==> config.mk <==
export PLATFORM = sky130hd
export DESIGN_NAME = grwc_div
export DESIGN_NICKNAME = d
export VERILOG_FILES = /design/src/assert_macros.svh /design/src/grwc_pkg.sv /design/src/grwc_div.sv
export SDC_FILE = /design/constraint.sdc
export NUM_CORES = 1
export LEC_CHECK = 0
export BUFFER_PORTS_ARGS = -buffer_cell sky130_fd_sc_hd__buf_4
export CORE_MARGIN = 3
export CORE_UTILIZATION = 30
export DETAILED_ROUTE_END_ITERATION = 16
export HOLD_SLACK_MARGIN = 0.02
export SETUP_SLACK_MARGIN = 0.3
export SLEW_MARGIN = 20
export SYNTH_ARGS = -nofsm -noshare
export SYNTH_HDL_FRONTEND = slang
export SYNTH_SLANG_ARGS = --single-unit
==> constraint.sdc <==
create_clock -name clk -period 12.15 [get_ports clk]
set_input_delay 0.6075 -clock clk [delete_from_list [all_inputs] [get_ports clk]]
set_output_delay 0.6075 -clock clk [all_outputs]
set_load 0.1 [all_outputs]
==> src/assert_macros.svh <==
// Assertion macros shared by the RTL modules.
// Expects clk and arst_n in the scope of use.
`ifndef ASSERT_MACROS_SVH
`define ASSERT_MACROS_SVH
// Property checked at every rising edge outside reset.
`define ASSERT_CLK(lbl, prop) \
	lbl: assert property (@(posedge clk) disable iff (!arst_n) prop) \
	else $error("assertion failed");
// Condition that never holds outside reset.
`define ASSERT_NEVER(lbl, expr) \
	lbl: assert property (@(posedge clk) disable iff (!arst_n) !(expr)) \
	else $error("forbidden condition");
`endif

==> src/grwc_pkg.sv <==
// Shared types, constants and trig table for the grid raycast wall column block.
// No dependencies.
package grwc_pkg;

	localparam int CW    = 36;
	localparam int DW    = 46;
	localparam int TW    = 23;
	localparam int PW    = 62;
	localparam int QW    = 21;
	localparam int DIVW  = 56;
	localparam int D28W  = 48;

	localparam logic [63:0]         WALL_MAP_RESET = 64'hFF81_8995_8981_81FF;
	localparam logic signed [DW-1:0] NO_HIT        = 46'sd26843545600000;
	localparam logic [DIVW-1:0]     HEIGHT_NUM     = 56'h0000_0500_0000_0000;
	localparam logic [8:0]          HEIGHT_MAX     = 9'd320;
	localparam logic [8:0]          HALF_SCREEN    = 9'd160;
	localparam logic [4:0]          TAN_STEPS      = 5'd21;
	localparam logic [4:0]          HEIGHT_STEPS   = 5'd9;

	typedef enum logic [4:0] {
		OP_NONE, OP_LOAD, OP_RAY, OP_TSET, OP_TQUO, OP_TMUL, OP_TINIT, OP_WALK,
		OP_DIST1, OP_DIST2, OP_TEND, OP_CORR, OP_D28, OP_HSET, OP_HQUO, OP_OUT,
		OP_NEXT
	} dp_op_t;

	typedef enum logic [4:0] {
		S_IDLE, S_RAY, S_TSET, S_TDIV, S_TMUL, S_TINIT, S_WALK, S_DIST1, S_DIST2,
		S_TEND, S_CORR, S_D28, S_HSET, S_HDIV, S_OUT, S_SEND
	} state_t;

	typedef struct packed {
		dp_op_t op;
		logic   div_start;
	} cmd_t;

	typedef struct packed {
		logic near;
		logic tsat;
		logic hit;
		logic walk_last;
		logic vtr;
		logic hfix;
		logic last_ray;
	} status_t;

	typedef struct packed {
		logic [DIVW-1:0] num;
		logic [DIVW-1:0] ds;
		logic [4:0]      steps;
	} div_req_t;

	function automatic logic [14:0] quarter_sine(input logic [6:0] i);
		logic [14:0] v;
		case (i)
			7'd0: v = 15'd0;       7'd1: v = 15'd286;     7'd2: v = 15'd572;
			7'd3: v = 15'd857;     7'd4: v = 15'd1143;    7'd5: v = 15'd1428;
			7'd6: v = 15'd1713;    7'd7: v = 15'd1997;    7'd8: v = 15'd2280;
			7'd9: v = 15'd2563;    7'd10: v = 15'd2845;   7'd11: v = 15'd3126;
			7'd12: v = 15'd3406;   7'd13: v = 15'd3686;   7'd14: v = 15'd3964;
			7'd15: v = 15'd4240;   7'd16: v = 15'd4516;   7'd17: v = 15'd4790;
			7'd18: v = 15'd5063;   7'd19: v = 15'd5334;   7'd20: v = 15'd5604;
			7'd21: v = 15'd5872;   7'd22: v = 15'd6138;   7'd23: v = 15'd6402;
			7'd24: v = 15'd6664;   7'd25: v = 15'd6924;   7'd26: v = 15'd7182;
			7'd27: v = 15'd7438;   7'd28: v = 15'd7692;   7'd29: v = 15'd7943;
			7'd30: v = 15'd8192;   7'd31: v = 15'd8438;   7'd32: v = 15'd8682;
			7'd33: v = 15'd8923;   7'd34: v = 15'd9162;   7'd35: v = 15'd9397;
			7'd36: v = 15'd9630;   7'd37: v = 15'd9860;   7'd38: v = 15'd10087;
			7'd39: v = 15'd10311;  7'd40: v = 15'd10531;  7'd41: v = 15'd10749;
			7'd42: v = 15'd10963;  7'd43: v = 15'd11174;  7'd44: v = 15'd11381;
			7'd45: v = 15'd11585;  7'd46: v = 15'd11786;  7'd47: v = 15'd11982;
			7'd48: v = 15'd12176;  7'd49: v = 15'd12365;  7'd50: v = 15'd12551;
			7'd51: v = 15'd12733;  7'd52: v = 15'd12911;  7'd53: v = 15'd13085;
			7'd54: v = 15'd13255;  7'd55: v = 15'd13421;  7'd56: v = 15'd13583;
			7'd57: v = 15'd13741;  7'd58: v = 15'd13894;  7'd59: v = 15'd14044;
			7'd60: v = 15'd14189;  7'd61: v = 15'd14330;  7'd62: v = 15'd14466;
			7'd63: v = 15'd14598;  7'd64: v = 15'd14726;  7'd65: v = 15'd14849;
			7'd66: v = 15'd14968;  7'd67: v = 15'd15082;  7'd68: v = 15'd15191;
			7'd69: v = 15'd15296;  7'd70: v = 15'd15396;  7'd71: v = 15'd15491;
			7'd72: v = 15'd15582;  7'd73: v = 15'd15668;  7'd74: v = 15'd15749;
			7'd75: v = 15'd15826;  7'd76: v = 15'd15897;  7'd77: v = 15'd15964;
			7'd78: v = 15'd16026;  7'd79: v = 15'd16083;  7'd80: v = 15'd16135;
			7'd81: v = 15'd16182;  7'd82: v = 15'd16225;  7'd83: v = 15'd16262;
			7'd84: v = 15'd16294;  7'd85: v = 15'd16322;  7'd86: v = 15'd16344;
			7'd87: v = 15'd16362;  7'd88: v = 15'd16374;  7'd89: v = 15'd16382;
			7'd90: v = 15'd16384;
			default: v = 15'd0;
		endcase
		return v;
	endfunction

	function automatic logic signed [15:0] sin_q(input logic [8:0] d);
		logic [6:0]  i;
		logic        neg;
		logic [15:0] m;
		neg = 1'b0;
		if (d <= 9'd90) begin
			i = d[6:0];
		end else if (d <= 9'd180) begin
			i = 7'(9'd180 - d);
		end else if (d <= 9'd270) begin
			i = 7'(d - 9'd180);
			neg = 1'b1;
		end else begin
			i = 7'(9'd360 - d);
			neg = 1'b1;
		end
		m = {1'b0, quarter_sine(i)};
		return neg ? $signed(-m) : $signed(m);
	endfunction

	function automatic logic signed [15:0] cos_q(input logic [8:0] d);
		logic [9:0] e;
		e = {1'b0, d} + 10'd90;
		if (e >= 10'd360) begin
			e = e - 10'd360;
		end
		return sin_q(e[8:0]);
	endfunction

endpackage

==> src/grwc_div.sv <==
// Shared restoring divider, one quotient bit per cycle.
// Depends on grwc_pkg.
module grwc_div import grwc_pkg::*; (
	input  logic           clk,
	input  logic           arst_n,
	input  logic           start,
	input  div_req_t       req,
	output logic           busy,
	output logic [QW-1:0]  quo
);

	logic [DIVW-1:0] rem_q;
	logic [DIVW-1:0] ds_q;
	logic [QW-1:0]   quo_q;
	logic [4:0]      cnt_q;
	logic            busy_q;
	logic            ge;

	assign ge = rem_q >= ds_q;

	always_ff @(posedge clk or negedge arst_n) begin
		if (!arst_n) begin
			busy_q <= 1'b0;
			cnt_q  <= '0;
		end else if (start) begin
			busy_q <= 1'b1;
			cnt_q  <= req.steps;
		end else if (busy_q) begin
			cnt_q  <= cnt_q - 5'd1;
			busy_q <= cnt_q != 5'd1;
		end
	end

	always_ff @(posedge clk) begin
		if (start) begin
			rem_q <= req.num;
			ds_q  <= req.ds;
			quo_q <= '0;
		end else if (busy_q) begin
			rem_q <= ge ? rem_q - ds_q : rem_q;
			ds_q  <= ds_q >> 1;
			quo_q <= {quo_q[QW-2:0], ge};
		end
	end

	assign busy = busy_q;
	assign quo  = quo_q;

endmodule

==> flow_metrics.tcl, run 1 <==
set metrics [dict create \
    path_class "reg2reg" \
    cts.clk_slew.worst_paths_ps 70 \
    synth_top_family_by_area "compound AO/OA/AOI/OAI gates" \
    synth.distinct_cells 73 \
    synth_area_um2 9270 \
    muxShareOfSynthArea_pct 2.98 \
    dieArea_um2 33000 \
    dr.pass1.iters 5 \
    path_depth 10 \
    track_usage_pct 15.2 \
    drt_first_iter_violations 425 \
    core_um2 30000 \
    clock-skew-final_ps 15.4 \
    r2r-end "rem_q[37]" \
    cts.repair.resized 0 \
    layout-drive-gt1-share_pct 19.1 \
    final_nets 1312 \
    drc 0 \
    antenna_left 0 \
    status "finished clean" \
    io_pins 142 \
    grt_pass1_wl_mm 40.7 \
    crit_path_start_kind "flip-flop" \
    crit_buf_inv 1 \
    powerDensity_nw_per_um2 247 \
    synth-simple-area-share_pct 14.3 \
    maxSlewViolCount 0 \
    cp.required_ps 12230 \
    finalCritPeriodShare_pct 31.9 \
    syn_nets 1198 \
    globalplace.congestion 0.882 \
    finish.utilization_pct 37.6 \
    path_max_fanout 31 \
    synth_most_common_cell "nand2_1" \
    critPathMostFrequentCell "a2111oi_4" \
    grt_overflow 0 \
    stdcell_area_um2 11300 \
    vias_per_cell 5.09 \
    clock-sinks 139 \
    crit_end "rem_q[37]" \
    clock_latency_ps 440 \
    r2r_start "rem_q[17]" \
    avgSynthCellArea_um2 9.10 \
    synth_compound_area_share_pct 22.3 \
    async_flop_share_pct 4.32 \
    setup_viol 0 \
    io_buffers 141 \
    crit_start "rem_q[17]" \
    h-tree-depth 4 \
    post_cts_buffers 0 \
    diodes 0 \
    cpPeakStageDelay_ps 730 \
    ys_ff_latch 139 \
    r2r_slack_ps 8280 \
    period_minus_slack_ps 3870 \
    whs_ps 381 \
    cp_cell_sequence "ha_1, a21oi_1, o21ai_2, nor2_2, a2111oi_4, a21oi_4, a2111oi_4, a2111oi_2, o21ai_4, buf_4" \
    critPathSlowestCell "o21ai_4" \
    wirelength_mm 25.4 \
    cp-end-kind "flip-flop" \
    yosys.area.top_type "edfxtp_1" \
    synthCells 1019 \
    die_w_um 182 \
    hold_path_class "in2reg" \
    antenna_found_initial 1 \
    synth-xor-area-share_pct 4.72 \
    numCtsBuffers 17 \
    cap_violations 0 \
    wl_per_cell_um 16.5 \
    syn_to_final_growth_pct 21.9 \
    worst_pin_slew_ps 957 \
    yosys.area_share.adder_pct 8.04 \
    ys_seq_area_share_pct 42.4 \
    vias 7824 \
    tritoncts "built" \
    yosysWarnings 0 \
    grt_pass1_vias 7849 \
    peakVddDrop_mv 0.0908 \
    place_area_um2 10700 \
    die_y_um 182 \
    worstPathArrival_ps 3960 \
    hpwlAfterDp_mm 19.2 \
    slew_headroom_pct 36.2 \
    netlist_top_cells_area "edfxtp_1 36%, ha_1 7.8%, o21ai_0 6.4%" \
    power.leakage_nw 4.81 \
    grt_max_degree 105 \
    synth_edf_count 112 \
    tns_ps 0 \
    synth_top_area_share_pct 36.3 \
    synthTopCellsByCount "152 x nand2_1, 118 x o21ai_0, 112 x edfxtp_1" \
    fin_total_pwr_w 0.00279 \
    synth_flop_cell "edfxtp_1" \
    fmaxAchievable_mhz 258 \
    reg2reg_depth 10 \
    root_buffer "clkbuf_16" \
    cp_top_family "compound AO/OA/AOI/OAI gates" \
    initial_core_util_pct 30.9 \
    hold_viol_final 0 \
    cts_buffer_depth 2 \
    rows 63 \
    ctsHoldBuffers 1 \
    rsz0062_at_grt "false" \
]
## cell usage in the layout, fill, tap and decap left out, drive strengths merged, types with 3 or more instances in the layout
cell     netlist  final
dfrtp          6      6
mux2i         22     22
xnor2         29     29
clkbuf        35     21
a21oi         73     73
nor2b          4      4
nor4           5      5
mux2           5      5
nand3         10     10
dfxtp         21     21
nor3          12     12
a21boi         5      5
a41oi          3      3
nor2          64     64
o21ai        146    146
nand2        153    153
inv           74     84
and2           6      6
and3           4      4
o31ai         10     10
edfxtp       112    112
a211oi         9      9
xor2          21     21
buf           17    146
a311oi         3      3
o21a           7      7
nand2b         7      7
a21o          20     20
nand4         24     24
o211ai         8      8
o21bai        15     15
ha            58     58
or3            3      3
a2111oi        4      4
## worst reg2reg max path, cell delays in order (launching register included)
cell and delay (ps):
edfxtp_1 370, ha_1 410, a21oi_1 130, o21ai_2 230, nor2_2 100, a2111oi_4 400, a21oi_4 150, a2111oi_4 330
a2111oi_2 120, o21ai_4 730, buf_4 520
## state kept, by name, indices dropped and copies added, names as in the netlist
register and cells:
ds_q 56, busy 1, rem_q 56, quo 21, cnt_q 5
## routing by layer
| layer | global-route usage [%] | vias to the layer above | share of wire, % |
|---|---|---|---|
| met5 | 0 | - | 0.059 |
| met2 | 23.3 | 207 | 43 |
| met4 | 5.39 | 2 | 2.4 |
| met3 | 4.05 | 37 | 6.0 |
| met1 | 20.6 | 3685 | 48 |
| li1 | - | 3893 | - |
## final cells by class
cell class              instances  area [µm²]
flip-flops and latches        139        3930
clock inverters                11         104
inverters                      74         278
multi-input cells             754        4860
clock buffers                  21         526
fillers                      3091       18700
repair buffers                147        1110
well taps                     390         488
## worst min-delay path by stage
stage,endpoint,start,cells past startpoint,slack (ps)
5_1_grt,cnt_q[0],req[0],3,380
6_report,cnt_q[4],req[4],3,380
2_1_floorplan,busy,arst_n,0,310
3_5_place_dp,cnt_q[0],arst_n,1,420
4_1_cts,cnt_q[0],req[0],3,370
3_3_place_gp,cnt_q[0],arst_n,1,420
## power breakdown
| group | leakage, nW | internal, W | switching [W] |
|---|---|---|---|
| sequential | 1.43 | 0.000700 | 0.0000462 |
| clock | 0.314 | 0.000320 | 0.000237 |
| combinational | 3.06 | 0.000571 | 0.000919 |
| total | 4.81 | 0.00159 | 0.00120 |
## per-stage QoR
stage,setup slack [ps],cells
CTS,8210,1536
global placement,8340,1503
global route,8020,1536
finish,8280,1536
detailed placement,8260,1503
floorplan,7140,1019
## cell families after synthesis
kind of cell               count (synthesis)
buffers and inverters                    126
xor gates and xnor gates                  50
AOI/OAI and AO/OA                        319
muxes                                     27
DFF                                      139
and+or+nand+nor                          299
adders and majority gates                 59
(Power assumes the default switching activity.)
==> run 2, diff against run 1 <==
clock period = 3.5 ns   (was 12.15 ns; I/O delays follow)
==> run 2 against run 1 <==
Compared with the run above:
- sequential share of layout area shrank 1.1 points
- sequential power grew to 3.5 times the previous value
- final cell count grew 1.8%
- total power grew to 3.5 times the previous value
- non-clock buffer count grew 28
- register-to-register slack lost 7800 ps
- utilization grew 1.3 points
- first-iteration DRC count shrank 1.6%
- clock skew shrank 4.5 ps
- die area is the same
- hold slack lost 350 ps
- critical path depth is the same
==> flow_metrics.tcl, run 2 (synthesized netlist as in run 1, its figures left out) <==
set metrics [dict create \
    clock-skew-final_ps 10.8 \
    tns_ps 0 \
    cpPeakStageDelay_ps 430 \
    worstPathArrival_ps 3170 \
    io_pins 142 \
    cap_violations 0 \
    diodes 0 \
    hold_viol_final 0 \
    vias 7834 \
    rows 63 \
    cp_top_family "compound AO/OA/AOI/OAI gates" \
    final_nets 1340 \
    power.leakage_nw 4.92 \
    register_area_um2 3930 \
    fmaxAchievable_mhz 329 \
    clock_latency_ps 420 \
    pre_cts_ws_ps 149 \
    wl_per_cell_um 16.3 \
    slew_headroom_pct 50.9 \
    period_minus_slack_ps 3040 \
    hpwlAfterDp_mm 19.2 \
    die_w_um 182 \
    worst_pin_slew_ps 736 \
    crit_buf_inv 0 \
    dieArea_um2 33000 \
    cts_buffer_depth 2 \
    core_um2 30000 \
    track_usage_pct 15.3 \
    syn_to_final_growth_pct 26.0 \
    rsz0062_at_grt "true" \
    cts.clk_slew.worst_paths_ps 60 \
    grt_max_degree 73 \
    h-tree-depth 4 \
    whs_ps 33.2 \
    tritoncts "built" \
    clock-sinks 139 \
    critPathMostFrequentCell "a21o_1" \
    grt_pass1_vias 8006 \
    cp_cell_sequence "ha_1, a21o_1, a21o_1, a211oi_2, o221a_2, nand2_2, a22oi_1, o21bai_1, xnor2_1, o21ai_0" \
    postLayoutSetupSlackWorst_ps 461 \
    numCtsBuffers 17 \
    grt_overflow 0 \
    drc 0 \
    critPathSlowestCell "a22oi_1" \
    io_buffers 141 \
    fillerInstances 3000 \
    root_buffer "clkbuf_16" \
    antenna_found_initial 1 \
    peakVddDrop_mv 0.330 \
    powerDensity_nw_per_um2 842 \
    antenna_left 0 \
    status "finished clean" \
    vias_per_cell 5.01 \
    hold_path_class "in2reg" \
    cp-end-kind "flip-flop" \
    setup_viol 0 \
    maxSlewViolCount 0 \
    drt_first_iter_violations 418 \
    fin_total_pwr_w 0.00984 \
    globalplace.congestion 0.871 \
    wirelength_mm 25.6 \
    dp.cells 1510 \
    path_max_fanout 6 \
    layout-drive-gt1-share_pct 20.5 \
    path_class "reg2reg" \
    crit_path_start_kind "flip-flop" \
    final_cell_count_no_fill 1564 \
    die_y_um 182 \
    final_cell_mix "153 x buf_4, 151 x nand2_1, 118 x o21ai_0, 112 x edfxtp_1, 73 x inv_1" \
    dr.pass1.iters 5 \
    finalCritPeriodShare_pct 86.8 \
    initial_core_util_pct 30.9 \
    grt_pass1_wl_mm 40.9 \
    cp.required_ps 3630 \
    final_common_cell "buf_4" \
    multi_input_area_um2 5010 \
]
-- run 2: cell types whose count changed in the layout (fill, tap and decap cells not counted), sizes merged --
cell         change
clkinv           +3
buf             +10
clkbuf           +4
inv              -7
dlygate4sd3     +18
-- run 2: final cells by class --
type / instances / area share (%)
Clock buffer: 25 / 4.53
Clock inverter: 7 / 0.428
Inverter: 74 / 2.38
Multi-Input combinational cell: 754 / 42.9
Sequential cell: 139 / 33.7
Tap cell: 390 / 4.18
Timing Repair Buffer: 175 / 11.9
-- run 2: worst min-delay path, cell delays in order --
cell     delay [ps]
buf_4            70
nand2_1          40
o21ai_0          60
-- run 2: power breakdown --
part,internal [W],switching [W],total [W]
logic,0.00217,0.00326,0.00544
clock network,0.00106,0.000733,0.00179
registers,0.00243,0.000178,0.00261
-- run 2: path summary, 6_finish.rpt --
kind                                start   endpoint  slack (ps)  depth (start not counted)
worst max register to register  rem_q[14]  rem_q[53]         460                         10
worst max-delay path            rem_q[14]  rem_q[53]         460                         10
worst min-delay path              req[52]   ds_q[47]          30                          3
min in group asynchronous          arst_n   cnt_q[2]         100                          2
worst min register to register    quo[20]    quo[20]         510                          2
max in group asynchronous          arst_n   cnt_q[3]        3280                          2
-- run 2: repair_timing --
action,in CTS,in global routing
setup endpoints to repair,57,67
gates resized for setup,2,10
gates cloned,0,0
setup buffers,1,2
pin swaps,1,5
hold endpoints to repair,24,0
hold buffers,19,0
-- run 2: metrics by stage --
step | util, % | cell area (µm²)
after floorplan | - | 9370
after global placement | 36.0 | 10800
after detailed placement | 36.0 | 10800
after CTS | 38.7 | 11600
after global routing | 38.9 | 11700
final | 38.9 | 11700
-- run 2: metal layers --
| metal | vias to the layer above | global-route usage [%] | share of wire (%) |
|---|---|---|---|
| li1 | 3941 | - | - |
| met1 | 3685 | 20.3 | 47 |
| met2 | 185 | 24.3 | 45 |
| met3 | 21 | 4.63 | 6.7 |
| met4 | 2 | 3.87 | 1.3 |
| met5 | - | 0 | 0.051 |
