## config.mk

```make
export PLATFORM = sky130hd
export DESIGN_NAME = grwc_ctrl
export DESIGN_NICKNAME = d
export VERILOG_FILES = /design/src/grwc_pkg.sv /design/src/grwc_ctrl.sv
export VERILOG_INCLUDE_DIRS = /design/src /design/src/src
export SDC_FILE = /design/constraint.sdc
export NUM_CORES = 1
export LEC_CHECK = 0
export ABC_AREA = 1
export BUFFER_PORTS_ARGS = -buffer_cell sky130_fd_sc_hd__buf_2
export CELL_PAD_IN_SITES_DETAIL_PLACEMENT = 1
export CELL_PAD_IN_SITES_GLOBAL_PLACEMENT = 2
export CORE_ASPECT_RATIO = 1.75
export CORE_UTILIZATION = 24
export DETAILED_ROUTE_END_ITERATION = 10
export GPL_TIMING_DRIVEN = 0
export PLACE_DENSITY_LB_ADDON = 0.1
export SYNTH_ARGS = -nofsm -noshare
export SYNTH_HDL_FRONTEND = slang
export SYNTH_SLANG_ARGS = --single-unit
```

## constraint.sdc

```tcl
create_clock -name clk -period 3 [get_ports clk]
set_input_delay 0.6 -clock clk [delete_from_list [all_inputs] [get_ports clk]]
set_output_delay 0.6 -clock clk [all_outputs]
set_load 0.02 [all_outputs]
```

## src/assert_macros.svh

```systemverilog
// Assertion macros shared by the RTL modules.
// Expects clk and arst_n in the scope of use.
`ifndef ASSERT_MACROS_SVH
`define ASSERT_MACROS_SVH
// Property checked at every rising edge outside reset.
`define ASSERT_CLK(lbl, prop) \
	lbl: assert property (@(posedge clk) disable iff (!arst_n) prop) \
	else $error("assertion failed");
// Condition that never holds outside reset.
`define ASSERT_NEVER(lbl, expr) \
	lbl: assert property (@(posedge clk) disable iff (!arst_n) !(expr)) \
	else $error("forbidden condition");
`endif

```

## src/grwc_pkg.sv

```systemverilog
// Shared types, constants and trig table for the grid raycast wall column block.
// No dependencies.
package grwc_pkg;

	localparam int CW    = 36;
	localparam int DW    = 46;
	localparam int TW    = 23;
	localparam int PW    = 62;
	localparam int QW    = 21;
	localparam int DIVW  = 56;
	localparam int D28W  = 48;

	localparam logic [63:0]         WALL_MAP_RESET = 64'hFF81_8995_8981_81FF;
	localparam logic signed [DW-1:0] NO_HIT        = 46'sd26843545600000;
	localparam logic [DIVW-1:0]     HEIGHT_NUM     = 56'h0000_0500_0000_0000;
	localparam logic [8:0]          HEIGHT_MAX     = 9'd320;
	localparam logic [8:0]          HALF_SCREEN    = 9'd160;
	localparam logic [4:0]          TAN_STEPS      = 5'd21;
	localparam logic [4:0]          HEIGHT_STEPS   = 5'd9;

	typedef enum logic [4:0] {
		OP_NONE, OP_LOAD, OP_RAY, OP_TSET, OP_TQUO, OP_TMUL, OP_TINIT, OP_WALK,
		OP_DIST1, OP_DIST2, OP_TEND, OP_CORR, OP_D28, OP_HSET, OP_HQUO, OP_OUT,
		OP_NEXT
	} dp_op_t;

	typedef enum logic [4:0] {
		S_IDLE, S_RAY, S_TSET, S_TDIV, S_TMUL, S_TINIT, S_WALK, S_DIST1, S_DIST2,
		S_TEND, S_CORR, S_D28, S_HSET, S_HDIV, S_OUT, S_SEND
	} state_t;

	typedef struct packed {
		dp_op_t op;
		logic   div_start;
	} cmd_t;

	typedef struct packed {
		logic near;
		logic tsat;
		logic hit;
		logic walk_last;
		logic vtr;
		logic hfix;
		logic last_ray;
	} status_t;

	typedef struct packed {
		logic [DIVW-1:0] num;
		logic [DIVW-1:0] ds;
		logic [4:0]      steps;
	} div_req_t;

	function automatic logic [14:0] quarter_sine(input logic [6:0] i);
		logic [14:0] v;
		case (i)
			7'd0: v = 15'd0;       7'd1: v = 15'd286;     7'd2: v = 15'd572;
			7'd3: v = 15'd857;     7'd4: v = 15'd1143;    7'd5: v = 15'd1428;
			7'd6: v = 15'd1713;    7'd7: v = 15'd1997;    7'd8: v = 15'd2280;
			7'd9: v = 15'd2563;    7'd10: v = 15'd2845;   7'd11: v = 15'd3126;
			7'd12: v = 15'd3406;   7'd13: v = 15'd3686;   7'd14: v = 15'd3964;
			7'd15: v = 15'd4240;   7'd16: v = 15'd4516;   7'd17: v = 15'd4790;
			7'd18: v = 15'd5063;   7'd19: v = 15'd5334;   7'd20: v = 15'd5604;
			7'd21: v = 15'd5872;   7'd22: v = 15'd6138;   7'd23: v = 15'd6402;
			7'd24: v = 15'd6664;   7'd25: v = 15'd6924;   7'd26: v = 15'd7182;
			7'd27: v = 15'd7438;   7'd28: v = 15'd7692;   7'd29: v = 15'd7943;
			7'd30: v = 15'd8192;   7'd31: v = 15'd8438;   7'd32: v = 15'd8682;
			7'd33: v = 15'd8923;   7'd34: v = 15'd9162;   7'd35: v = 15'd9397;
			7'd36: v = 15'd9630;   7'd37: v = 15'd9860;   7'd38: v = 15'd10087;
			7'd39: v = 15'd10311;  7'd40: v = 15'd10531;  7'd41: v = 15'd10749;
			7'd42: v = 15'd10963;  7'd43: v = 15'd11174;  7'd44: v = 15'd11381;
			7'd45: v = 15'd11585;  7'd46: v = 15'd11786;  7'd47: v = 15'd11982;
			7'd48: v = 15'd12176;  7'd49: v = 15'd12365;  7'd50: v = 15'd12551;
			7'd51: v = 15'd12733;  7'd52: v = 15'd12911;  7'd53: v = 15'd13085;
			7'd54: v = 15'd13255;  7'd55: v = 15'd13421;  7'd56: v = 15'd13583;
			7'd57: v = 15'd13741;  7'd58: v = 15'd13894;  7'd59: v = 15'd14044;
			7'd60: v = 15'd14189;  7'd61: v = 15'd14330;  7'd62: v = 15'd14466;
			7'd63: v = 15'd14598;  7'd64: v = 15'd14726;  7'd65: v = 15'd14849;
			7'd66: v = 15'd14968;  7'd67: v = 15'd15082;  7'd68: v = 15'd15191;
			7'd69: v = 15'd15296;  7'd70: v = 15'd15396;  7'd71: v = 15'd15491;
			7'd72: v = 15'd15582;  7'd73: v = 15'd15668;  7'd74: v = 15'd15749;
			7'd75: v = 15'd15826;  7'd76: v = 15'd15897;  7'd77: v = 15'd15964;
			7'd78: v = 15'd16026;  7'd79: v = 15'd16083;  7'd80: v = 15'd16135;
			7'd81: v = 15'd16182;  7'd82: v = 15'd16225;  7'd83: v = 15'd16262;
			7'd84: v = 15'd16294;  7'd85: v = 15'd16322;  7'd86: v = 15'd16344;
			7'd87: v = 15'd16362;  7'd88: v = 15'd16374;  7'd89: v = 15'd16382;
			7'd90: v = 15'd16384;
			default: v = 15'd0;
		endcase
		return v;
	endfunction

	function automatic logic signed [15:0] sin_q(input logic [8:0] d);
		logic [6:0]  i;
		logic        neg;
		logic [15:0] m;
		neg = 1'b0;
		if (d <= 9'd90) begin
			i = d[6:0];
		end else if (d <= 9'd180) begin
			i = 7'(9'd180 - d);
		end else if (d <= 9'd270) begin
			i = 7'(d - 9'd180);
			neg = 1'b1;
		end else begin
			i = 7'(9'd360 - d);
			neg = 1'b1;
		end
		m = {1'b0, quarter_sine(i)};
		return neg ? $signed(-m) : $signed(m);
	endfunction

	function automatic logic signed [15:0] cos_q(input logic [8:0] d);
		logic [9:0] e;
		e = {1'b0, d} + 10'd90;
		if (e >= 10'd360) begin
			e = e - 10'd360;
		end
		return sin_q(e[8:0]);
	endfunction

endpackage

```

## src/grwc_ctrl.sv

```systemverilog
// Controller state machine sequencing the datapath and the divider.
// Depends on grwc_pkg and assert_macros.svh.
`include "assert_macros.svh"
module grwc_ctrl import grwc_pkg::*; (
	input  logic    clk,
	input  logic    arst_n,
	input  logic    in_valid,
	output logic    in_ready,
	output logic    out_valid,
	input  logic    out_ready,
	input  status_t st,
	input  logic    div_busy,
	output cmd_t    cmd
);

	state_t state_q, state_d;

	always_ff @(posedge clk or negedge arst_n) begin
		if (!arst_n) begin
			state_q <= S_IDLE;
		end else begin
			state_q <= state_d;
		end
	end

	always_comb begin
		state_d       = state_q;
		cmd.op        = OP_NONE;
		cmd.div_start = 1'b0;
		in_ready      = 1'b0;
		out_valid     = 1'b0;
		unique case (state_q)
			S_IDLE: begin
				in_ready = 1'b1;
				if (in_valid) begin
					cmd.op  = OP_LOAD;
					state_d = S_RAY;
				end
			end
			S_RAY: begin
				cmd.op  = OP_RAY;
				state_d = S_TSET;
			end
			S_TSET: begin
				cmd.op = OP_TSET;
				if (st.near) begin
					state_d = S_TEND;
				end else if (st.tsat) begin
					state_d = S_TMUL;
				end else begin
					cmd.div_start = 1'b1;
					state_d       = S_TDIV;
				end
			end
			S_TDIV: begin
				if (!div_busy) begin
					cmd.op  = OP_TQUO;
					state_d = S_TMUL;
				end
			end
			S_TMUL: begin
				cmd.op  = OP_TMUL;
				state_d = S_TINIT;
			end
			S_TINIT: begin
				cmd.op  = OP_TINIT;
				state_d = S_WALK;
			end
			S_WALK: begin
				cmd.op = OP_WALK;
				if (st.hit) begin
					state_d = S_DIST1;
				end else if (st.walk_last) begin
					state_d = S_TEND;
				end
			end
			S_DIST1: begin
				cmd.op  = OP_DIST1;
				state_d = S_DIST2;
			end
			S_DIST2: begin
				cmd.op  = OP_DIST2;
				state_d = S_TEND;
			end
			S_TEND: begin
				cmd.op  = OP_TEND;
				state_d = st.vtr ? S_TSET : S_CORR;
			end
			S_CORR: begin
				cmd.op  = OP_CORR;
				state_d = S_D28;
			end
			S_D28: begin
				cmd.op  = OP_D28;
				state_d = S_HSET;
			end
			S_HSET: begin
				cmd.op = OP_HSET;
				if (st.hfix) begin
					state_d = S_OUT;
				end else begin
					cmd.div_start = 1'b1;
					state_d       = S_HDIV;
				end
			end
			S_HDIV: begin
				if (!div_busy) begin
					cmd.op  = OP_HQUO;
					state_d = S_OUT;
				end
			end
			S_OUT: begin
				cmd.op  = OP_OUT;
				state_d = S_SEND;
			end
			S_SEND: begin
				out_valid = 1'b1;
				if (out_ready) begin
					if (st.last_ray) begin
						state_d = S_IDLE;
					end else begin
						cmd.op  = OP_NEXT;
						state_d = S_RAY;
					end
				end
			end
			default: state_d = S_IDLE;
		endcase
	end

	`ASSERT_CLK(a_div_starts, cmd.div_start |=> div_busy)
	`ASSERT_NEVER(a_in_out_excl, in_ready && out_valid)
	`ASSERT_CLK(a_frame_end, (out_valid && out_ready && st.last_ray) |=> in_ready)

endmodule

```

==> results of run 1 <==
==> through the flow <==
stage               setup WS, ns  hold slack (ns)  area, um^2  total power [mW]
floorplan                   1.24            0.304         596             0.537
finish                     0.818            0.186         763             0.802
global placement            1.05            0.412         722             0.700
detailed placement          1.03            0.414         722             0.705
global route               0.695            0.192         763             0.896
CTS                        0.793            0.183         763             0.823
==> kinds of logic after synthesis <==
| family | after synthesis | synth area share |
|---|---|---|
| AND/OR/NAND/NOR | 82 | 0.595 |
| buffers and inverters | 23 | 0.153 |
| AO/OA/AOI/OAI | 8 | 0.0840 |
| flip-flops | 4 | 0.168 |
==> power by group through the flow <==
stage               Clock, mW  Combinational (mW)  Sequential [mW]
finish                  0.111               0.582            0.109
global route            0.120               0.662            0.114
CTS                     0.116               0.598            0.109
detailed placement          0               0.596            0.109
global placement            0               0.592            0.107
floorplan                   0               0.433            0.104
==> how the worst max path moves through the flow <==
stage	start	to	slack [ns]	cells after the start
6_report	state_q[0]$_DFFE_PN0P_	cmd[3]	0.82	7
5_1_grt	state_q[0]$_DFFE_PN0P_	cmd[3]	0.70	7
4_1_cts	state_q[0]$_DFFE_PN0P_	cmd[3]	0.79	7
3_5_place_dp	state_q[0]$_DFFE_PN0P_	cmd[3]	1.03	7
3_3_place_gp	state_q[0]$_DFFE_PN0P_	cmd[3]	1.05	7
2_1_floorplan	state_q[0]$_DFFE_PN0P_	cmd[5]	1.24	5
==> routing by layer <==
layer  track usage  share of wire  wire (um)  vias up
li1              -              -          -      400
met1         0.168           0.39        743      337
met2         0.332           0.59       1130       10
met3        0.0195          0.018         34        2
met4        0.0905         0.0073         14        0
met5             0              0          0        -
==> cell type report <==
cell class	count	area [um^2]	area share
Multi-Input combinational cell	90	404	0.530
Sequential cell	4	100	0.131
Timing Repair Buffer	19	95.1	0.125
Inverter	21	78.8	0.103
Clock buffer	3	41.3	0.0541
Tap cell	25	31.3	0.0410
Buffer	2	12.5	0.0164
==> layout by cell type (no fill, tap or decap), drive strengths merged <==
master,instances
o22ai,1
nand2,48
o211ai,2
o31ai,1
buf,21
nor2,25
inv,21
o21ai,3
nand3,7
dfrtp,4
nor3,1
nand3b,1
clkbuf,3
a31oi,1
==> Flow_metrics.wiki, run 1 <==
{| class="wikitable"
! Metric !! Value
|-
| Post-DR wirelength/cell || ~12 um
|-
| Non-filler instance count after layout || around 160
|-
| Type of destination of the critical path || output pin
|-
| Number of rows in the core area || 23
|-
| Initial antenna violation count || 0
|-
| Detailed-route wire length || 1.92 mm
|-
| Layout net count || around 150
|-
| Via count of the first global-routing pass || slightly below 800
|-
| Number of hold violations in the final report || 0
|-
| Clock root buffer || sky130_fd_sc_hd__clkbuf_8
|-
| Biggest regs || state_q: 4 flops
|-
| Final setup fails || 0
|-
| Power per unit of standard cell area || about 1100 nW/um^2
|-
| Leak || 0.477 nW
|-
| Post-DP HPWL || 1.69 mm
|-
| Mapped Nets || about 130
|-
| Proportion of power drawn by flip-flops and latches || 0.136
|-
| Total core area || around 2300 um^2
|-
| Biggest area contributors in the synthesized netlist || sky130_fd_sc_hd__nand2_1 (28%), sky130_fd_sc_hd__dfrtp_1 (17%), sky130_fd_sc_hd__inv_1 (13%), sky130_fd_sc_hd__nor2_1 (13%), sky130_fd_sc_hd__nand3_1 (5.9%)
|-
| Number of vias per cell || ~4.6
|-
| Cells after synthesis || 117
|-
| Dominant cell by count in the synthesized netlist || sky130_fd_sc_hd__nand2_1
|-
| Share of Yosys cell area claimed by the top area cell type || 0.277
|-
| Worst R2R Start || state_q[3]$_DFFE_PN0P_
|-
| Overall via count from detail_route || 749
|-
| Cell mode on critical path || sky130_fd_sc_hd__buf_2
|-
| First-pass DRT Iterations || 4
|-
| Io pins || 20
|-
| Worst-margin pin slew || about 0.33 ns
|-
| EDFF count, synth || 0
|-
| Worst endpoint required time || around 2.4 ns
|-
| Count of input and output buffers || 19
|-
| Cts-stage hold buffer count || 0
|-
| Max capacitance violation total || 0
|-
| Post-CTS Setup Inserts || 0
|-
| Diode count || 0
|-
| Worst min-delay path category || in2async
|-
| Max Clock Skew || 0.00129 ns
|-
| Slack of the worst reg-to-reg path || 1.60 ns
|-
| Final weighted congestion in routability-driven placement || approximately 0.76
|-
| Max Buffers Root-to-Sink || 2
|-
| Die footprint || 2690 um^2
|-
| Combinational group share of total power || 0.726
|-
| Top achievable clock speed || ~460 MHz
|-
| Flip-flop count of the largest register after layout || 4
|-
| Post-synth cell types || 17
|-
| Synthesized area per cell || between 5 and 6 um^2
|-
| Cell with the biggest individual delay on the critical path || sky130_fd_sc_hd__dfrtp_1
|-
| Min cycle time layout || about 2.2 ns
|-
| First-pass GRT wire length || around 3.1 mm
|-
| Number of levels in the clock H-tree || 1
|-
| Clock latency of the later-clocked register in the worst-skew pair || roughly 0.22 ns
|-
| Library cell with the largest summed area after synthesis || sky130_fd_sc_hd__nand2_1
|-
| Share of cells above drive strength 1 || 0.237
|-
| Setup Crit Path Kind || reg2out
|-
| Internal power || about 0.35 mW
|-
| Max VDD drop || ~410 uV
|-
| Family with the most delay on the worst path || buffers and inverters
|-
| Series of cell instances along the critical path || buf_2 -> nand2_2 -> inv_1 -> nor2_1 -> o21ai_0 -> o211ai_1 -> buf_2
|-
| Number of register bits inferred by synthesis || 4
|-
| Count of filler cells inserted in the layout || around 340
|-
| Data arrival time at the worst-slack endpoint || around 1.6 ns
|-
| TritonCTS clock tree || built
|-
| Synthesized area || about 600 um^2
|-
| Relative slew margins || 0.777
|-
| Switching pwr || 0.450 mW
|-
| Number of nets with antenna violations after routing || 0
|-
| Reg-to-Reg End || state_q[1]$_DFFE_PN0P_
|-
| Overflow left after global routing || 0
|-
| Reg with most FFs || state_q
|-
| Number of clock buffers inserted by TritonCTS || 3
|-
| Clock tree sinks || 4
|-
| Number of buffer and inverter stages on the critical path || 3
|-
| Peak per-stage delay on the critical path || between 0.3 and 0.4 ns
|-
| Post-synth top cells || sky130_fd_sc_hd__nand2_1 (44), sky130_fd_sc_hd__inv_1 (21), sky130_fd_sc_hd__nor2_1 (20), sky130_fd_sc_hd__nand3_1 (7)
|-
| Unrepaired setup endpoints after global routing || no
|-
| Final Cycle Share || 0.727
|-
| Growth of design area from synthesis to finish || 28.2%
|-
| TNS Setup || 0 ns
|-
| PostCTS Resize Cnt || 0
|-
| Relative contribution of the clock network to total power || 0.139
|-
| Synth async-reset ratio || 1.00
|-
| Number of warnings printed during yosys synthesis || 0
|-
| Placed cells || roughly 160
|-
| Fraction of the core area covered by cells at the end of the flow || 0.327
|-
| Clock-pin slew reported for the worst setup and hold paths after clock tree synthesis || roughly 0.03 ns
|-
| Drt initial violations || 12
|-
| R2R depth || 6
|-
| Die span in y || 67.9 um
|-
| Outcome || completed
|-
| Most frequently used flop master after synthesis || sky130_fd_sc_hd__dfrtp_1
|-
| Portion of the post-synthesis area used by sequential elements || 0.168
|-
| Maximum fanout along the worst path || 8
|-
| Switch share || 0.561
|-
| Sort of element at the start of the critical path || flip-flop
|-
| Pin count of the biggest net entering global routing || 9
|-
| Initial standard-cell utilization of the core || 0.256
|-
| Total DRC errors in the routed layout || 0
|-
| Final number of max-transition violations || 0
|-
| Die outline width || slightly below 40 um
|-
| All-layer global routing usage || 0.174
|}
No activity file was read; power rests on OpenSTA's default activity.
==> run 2: changes to the inputs <==
CORE_UTILIZATION = 20   (was 24)
clock period = 1.87 ns   (was 3 ns; I/O delays follow)
==> Flow_metrics.wiki, run 2 (synthesis gave the netlist of run 1 again) <==
{| class="wikitable"
! Metric !! Value
|-
| Outcome || completed
|-
| Layout Cell Area excl Fill || 803 um^2 (+5.2%)
|-
| Number of rows in the core area || 25 (+8.7%)
|-
| Total DRC errors in the routed layout || 0 (unchanged)
|-
| Clock-pin slew reported for the worst setup and hold paths after clock tree synthesis || 0.03 ns (about the same)
|-
| Number of vias per cell || 4.46 (-2.4%)
|-
| Commonest non-fill, non-tap cell in the layout || sky130_fd_sc_hd__nand2_1
|-
| Post-DP HPWL || 1.73 mm (+2.7%)
|-
| Sort of element at the start of the critical path || flip-flop
|-
| Min cycle time layout || 1.77 ns
|-
| Initial standard-cell utilization of the core || 0.216 (-0.0391)
|-
| Clock tree sinks || 4 (unchanged)
|-
| Setup Crit Path Kind || reg2out
|-
| Die span in y || 74.2 um (+9.3%)
|-
| Drt initial violations || 4 (-8)
|-
| Flip-flop count of the largest register after layout || 4 (unchanged)
|-
| Io pins || 20 (unchanged)
|-
| Timing endpoint of the critical path || cmd[0]
|-
| Pin count of the biggest net entering global routing || 9 (unchanged)
|-
| Share of cells above drive strength 1 || 0.270 (+0.0321)
|-
| Reg with most FFs || state_q
|-
| Relative slew margins || 0.774 (-0.00375)
|-
| R2R depth || 6 (unchanged)
|-
| Final weighted congestion in routability-driven placement || 0.756 (-0.90%)
|-
| Clock latency of the later-clocked register in the worst-skew pair || 0.22 ns (about the same)
|-
| Top achievable clock speed || around 560 MHz
|-
| Die footprint || 3210 um^2 (+19%)
|-
| Growth of design area from synthesis to finish || 34.9%
|-
| Max capacitance violation total || 0 (unchanged)
|-
| Worst endpoint required time || 1.50 ns (-0.90 ns)
|-
| Cell Area, Placed || 724 um^2 (+0.35%)
|-
| Count of input and output buffers || 19 (unchanged)
|-
| Final number of max-transition violations || 0 (unchanged)
|-
| Number of levels in the clock H-tree || 1 (unchanged)
|-
| Final setup fails || 0 (unchanged)
|-
| Slack of the worst reg-to-reg path || 0.44 ns (-1.16 ns)
|-
| Most used cells in the layout excluding fill and tap cells || sky130_fd_sc_hd__nand2_1 (44), sky130_fd_sc_hd__inv_1 (20), sky130_fd_sc_hd__nor2_1 (19)
|-
| All-layer global routing usage || 0.139 (-0.0346)
|-
| Detailed-route wire length || 2.00 mm (+4.3%)
|-
| Hold Slack || 0.489 ns (+0.302 ns)
|-
| Final Cycle Share || 0.948
|-
| Total core area || 2750 um^2 (+18%)
|-
| Overflow left after global routing || 0 (unchanged)
|-
| Post-DR wirelength/cell || 11.9 um (+1.8%)
|-
| Non-filler instance count after layout || 168 (+2.4%)
|-
| Max Buffers Root-to-Sink || 2 (unchanged)
|-
| Max Clock Skew || 0.00244 ns (+0.00115 ns)
|-
| First-pass DRT Iterations || 4 (unchanged)
|-
| Unrepaired setup endpoints after global routing || no
|-
| Maximum fanout along the worst path || 8 (unchanged)
|-
| Reg-to-Reg End || state_q[0]$_DFFE_PN0P_
|-
| Smallest setup slack after layout || 0.0975 ns (-0.720 ns)
|-
| Fraction of the core area covered by cells at the end of the flow || 0.292 (-0.0356)
|-
| Leak || 0.491 nW (+3.0%)
|-
| First-pass GRT wire length || 3.40 mm (+8.1%)
|-
| Placed cells || 163 (+1.2%)
|-
| Worst R2R Start || state_q[3]$_DFFE_PN0P_
|-
| Initial antenna violation count || 0 (unchanged)
|-
| Overall via count from detail_route || 749 (unchanged)
|-
| Worst-margin pin slew || 0.339 ns (+0.00562 ns)
|-
| Clock root buffer || sky130_fd_sc_hd__clkbuf_8
|-
| Layout net count || 155 (+1.3%)
|-
| Crit. Startpoint || state_q[3]$_DFFE_PN0P_
|-
| Count of filler cells inserted in the layout || 398 (+17%)
|-
| TNS Setup || 0 ns (unchanged)
|-
| Diode count || 0 (unchanged)
|-
| Number of clock buffers inserted by TritonCTS || 3 (unchanged)
|-
| Power per unit of standard cell area || 1690 nW/um^2 (+61%)
|-
| Type of destination of the critical path || output pin
|-
| Number of nets with antenna violations after routing || 0 (unchanged)
|-
| Via count of the first global-routing pass || 781 (+1.0%)
|-
| Max VDD drop || 682 uV (+67%)
|-
| TritonCTS clock tree || built
|-
| Die outline width || 43.3 um (+9.1%)
|-
| Pre-CTS worst setup slack || 0.152 ns (-0.879 ns)
|-
| Number of hold violations in the final report || 0 (unchanged)
|-
| Overall power consumption || 1.36 mW (+70%)
|-
| Biggest regs || state_q: 4 flops
|-
| Data arrival time at the worst-slack endpoint || 1.40 ns (-0.18 ns)
|-
| Worst min-delay path category || in2async
|}
run 2: changes by cell type in the layout (fill, tap and decap cells not counted), moves of 2 or more:
cell,previous run,this run
sky130_fd_sc_hd__buf_4,1,4
sky130_fd_sc_hd__buf_2,20,18
sky130_fd_sc_hd__dfrtp_1,4,2
sky130_fd_sc_hd__dfrtp_2,0,2
run 2: cell type report:
class | instances | area, um^2 | area share
buffer | 2 | 15.0 | 0.0187
tap | 27 | 33.8 | 0.0421
timing repair buffer | 21 | 115 | 0.143
multi-input combinational | 90 | 417 | 0.519
inverter | 21 | 78.8 | 0.0981
sequential | 4 | 103 | 0.128
clock buffer | 3 | 41.3 | 0.0514
run 2: worst min-delay path by stage:
stage	end	from	cells past startpoint	slack, ns
2_1_floorplan	state_q[0]$_DFFE_PN0P_	arst_n	0	0.08
3_3_place_gp	state_q[2]$_DFFE_PN0P_	arst_n	1	0.18
3_5_place_dp	state_q[3]$_DFFE_PN0P_	arst_n	1	0.18
4_1_cts	state_q[2]$_DFFE_PN0P_	arst_n	2	0.48
5_1_grt	state_q[3]$_DFFE_PN0P_	arst_n	2	0.51
6_report	state_q[3]$_DFFE_PN0P_	arst_n	2	0.49
run 2: worst max-delay path: stages (launching register included):
cell and delay, ns:
sky130_fd_sc_hd__dfrtp_2 0.45, sky130_fd_sc_hd__nor2_2 0.32, sky130_fd_sc_hd__nand2_1 0.12, sky130_fd_sc_hd__o22ai_1 0.11, sky130_fd_sc_hd__buf_2 0.18
run 2: repair_timing:
action | in CTS | in global routing
resized for setup | 5 | 5
cloned | 0 | 0
setup buffers | 0 | 1
hold endpoints to repair | 4 | 0
pin swaps | 0 | 1
setup endpoints to repair | 2 | 2
hold buffers | 1 | 0
run 2: metal layers:
metal,routed length (um),vias up,GRT usage
met2,1140,12,0.269
met4,0,0,0.0505
met5,0,-,0
met3,47,0,0.0218
met1,813,334,0.147
li1,-,403,-
run 2: power by group:
group          internal [mW]  switching, mW  total [mW]
Combinational          0.327          0.670       0.997
Clock                  0.137         0.0418       0.179
Sequential             0.137         0.0470       0.184
Total                  0.601          0.759        1.36
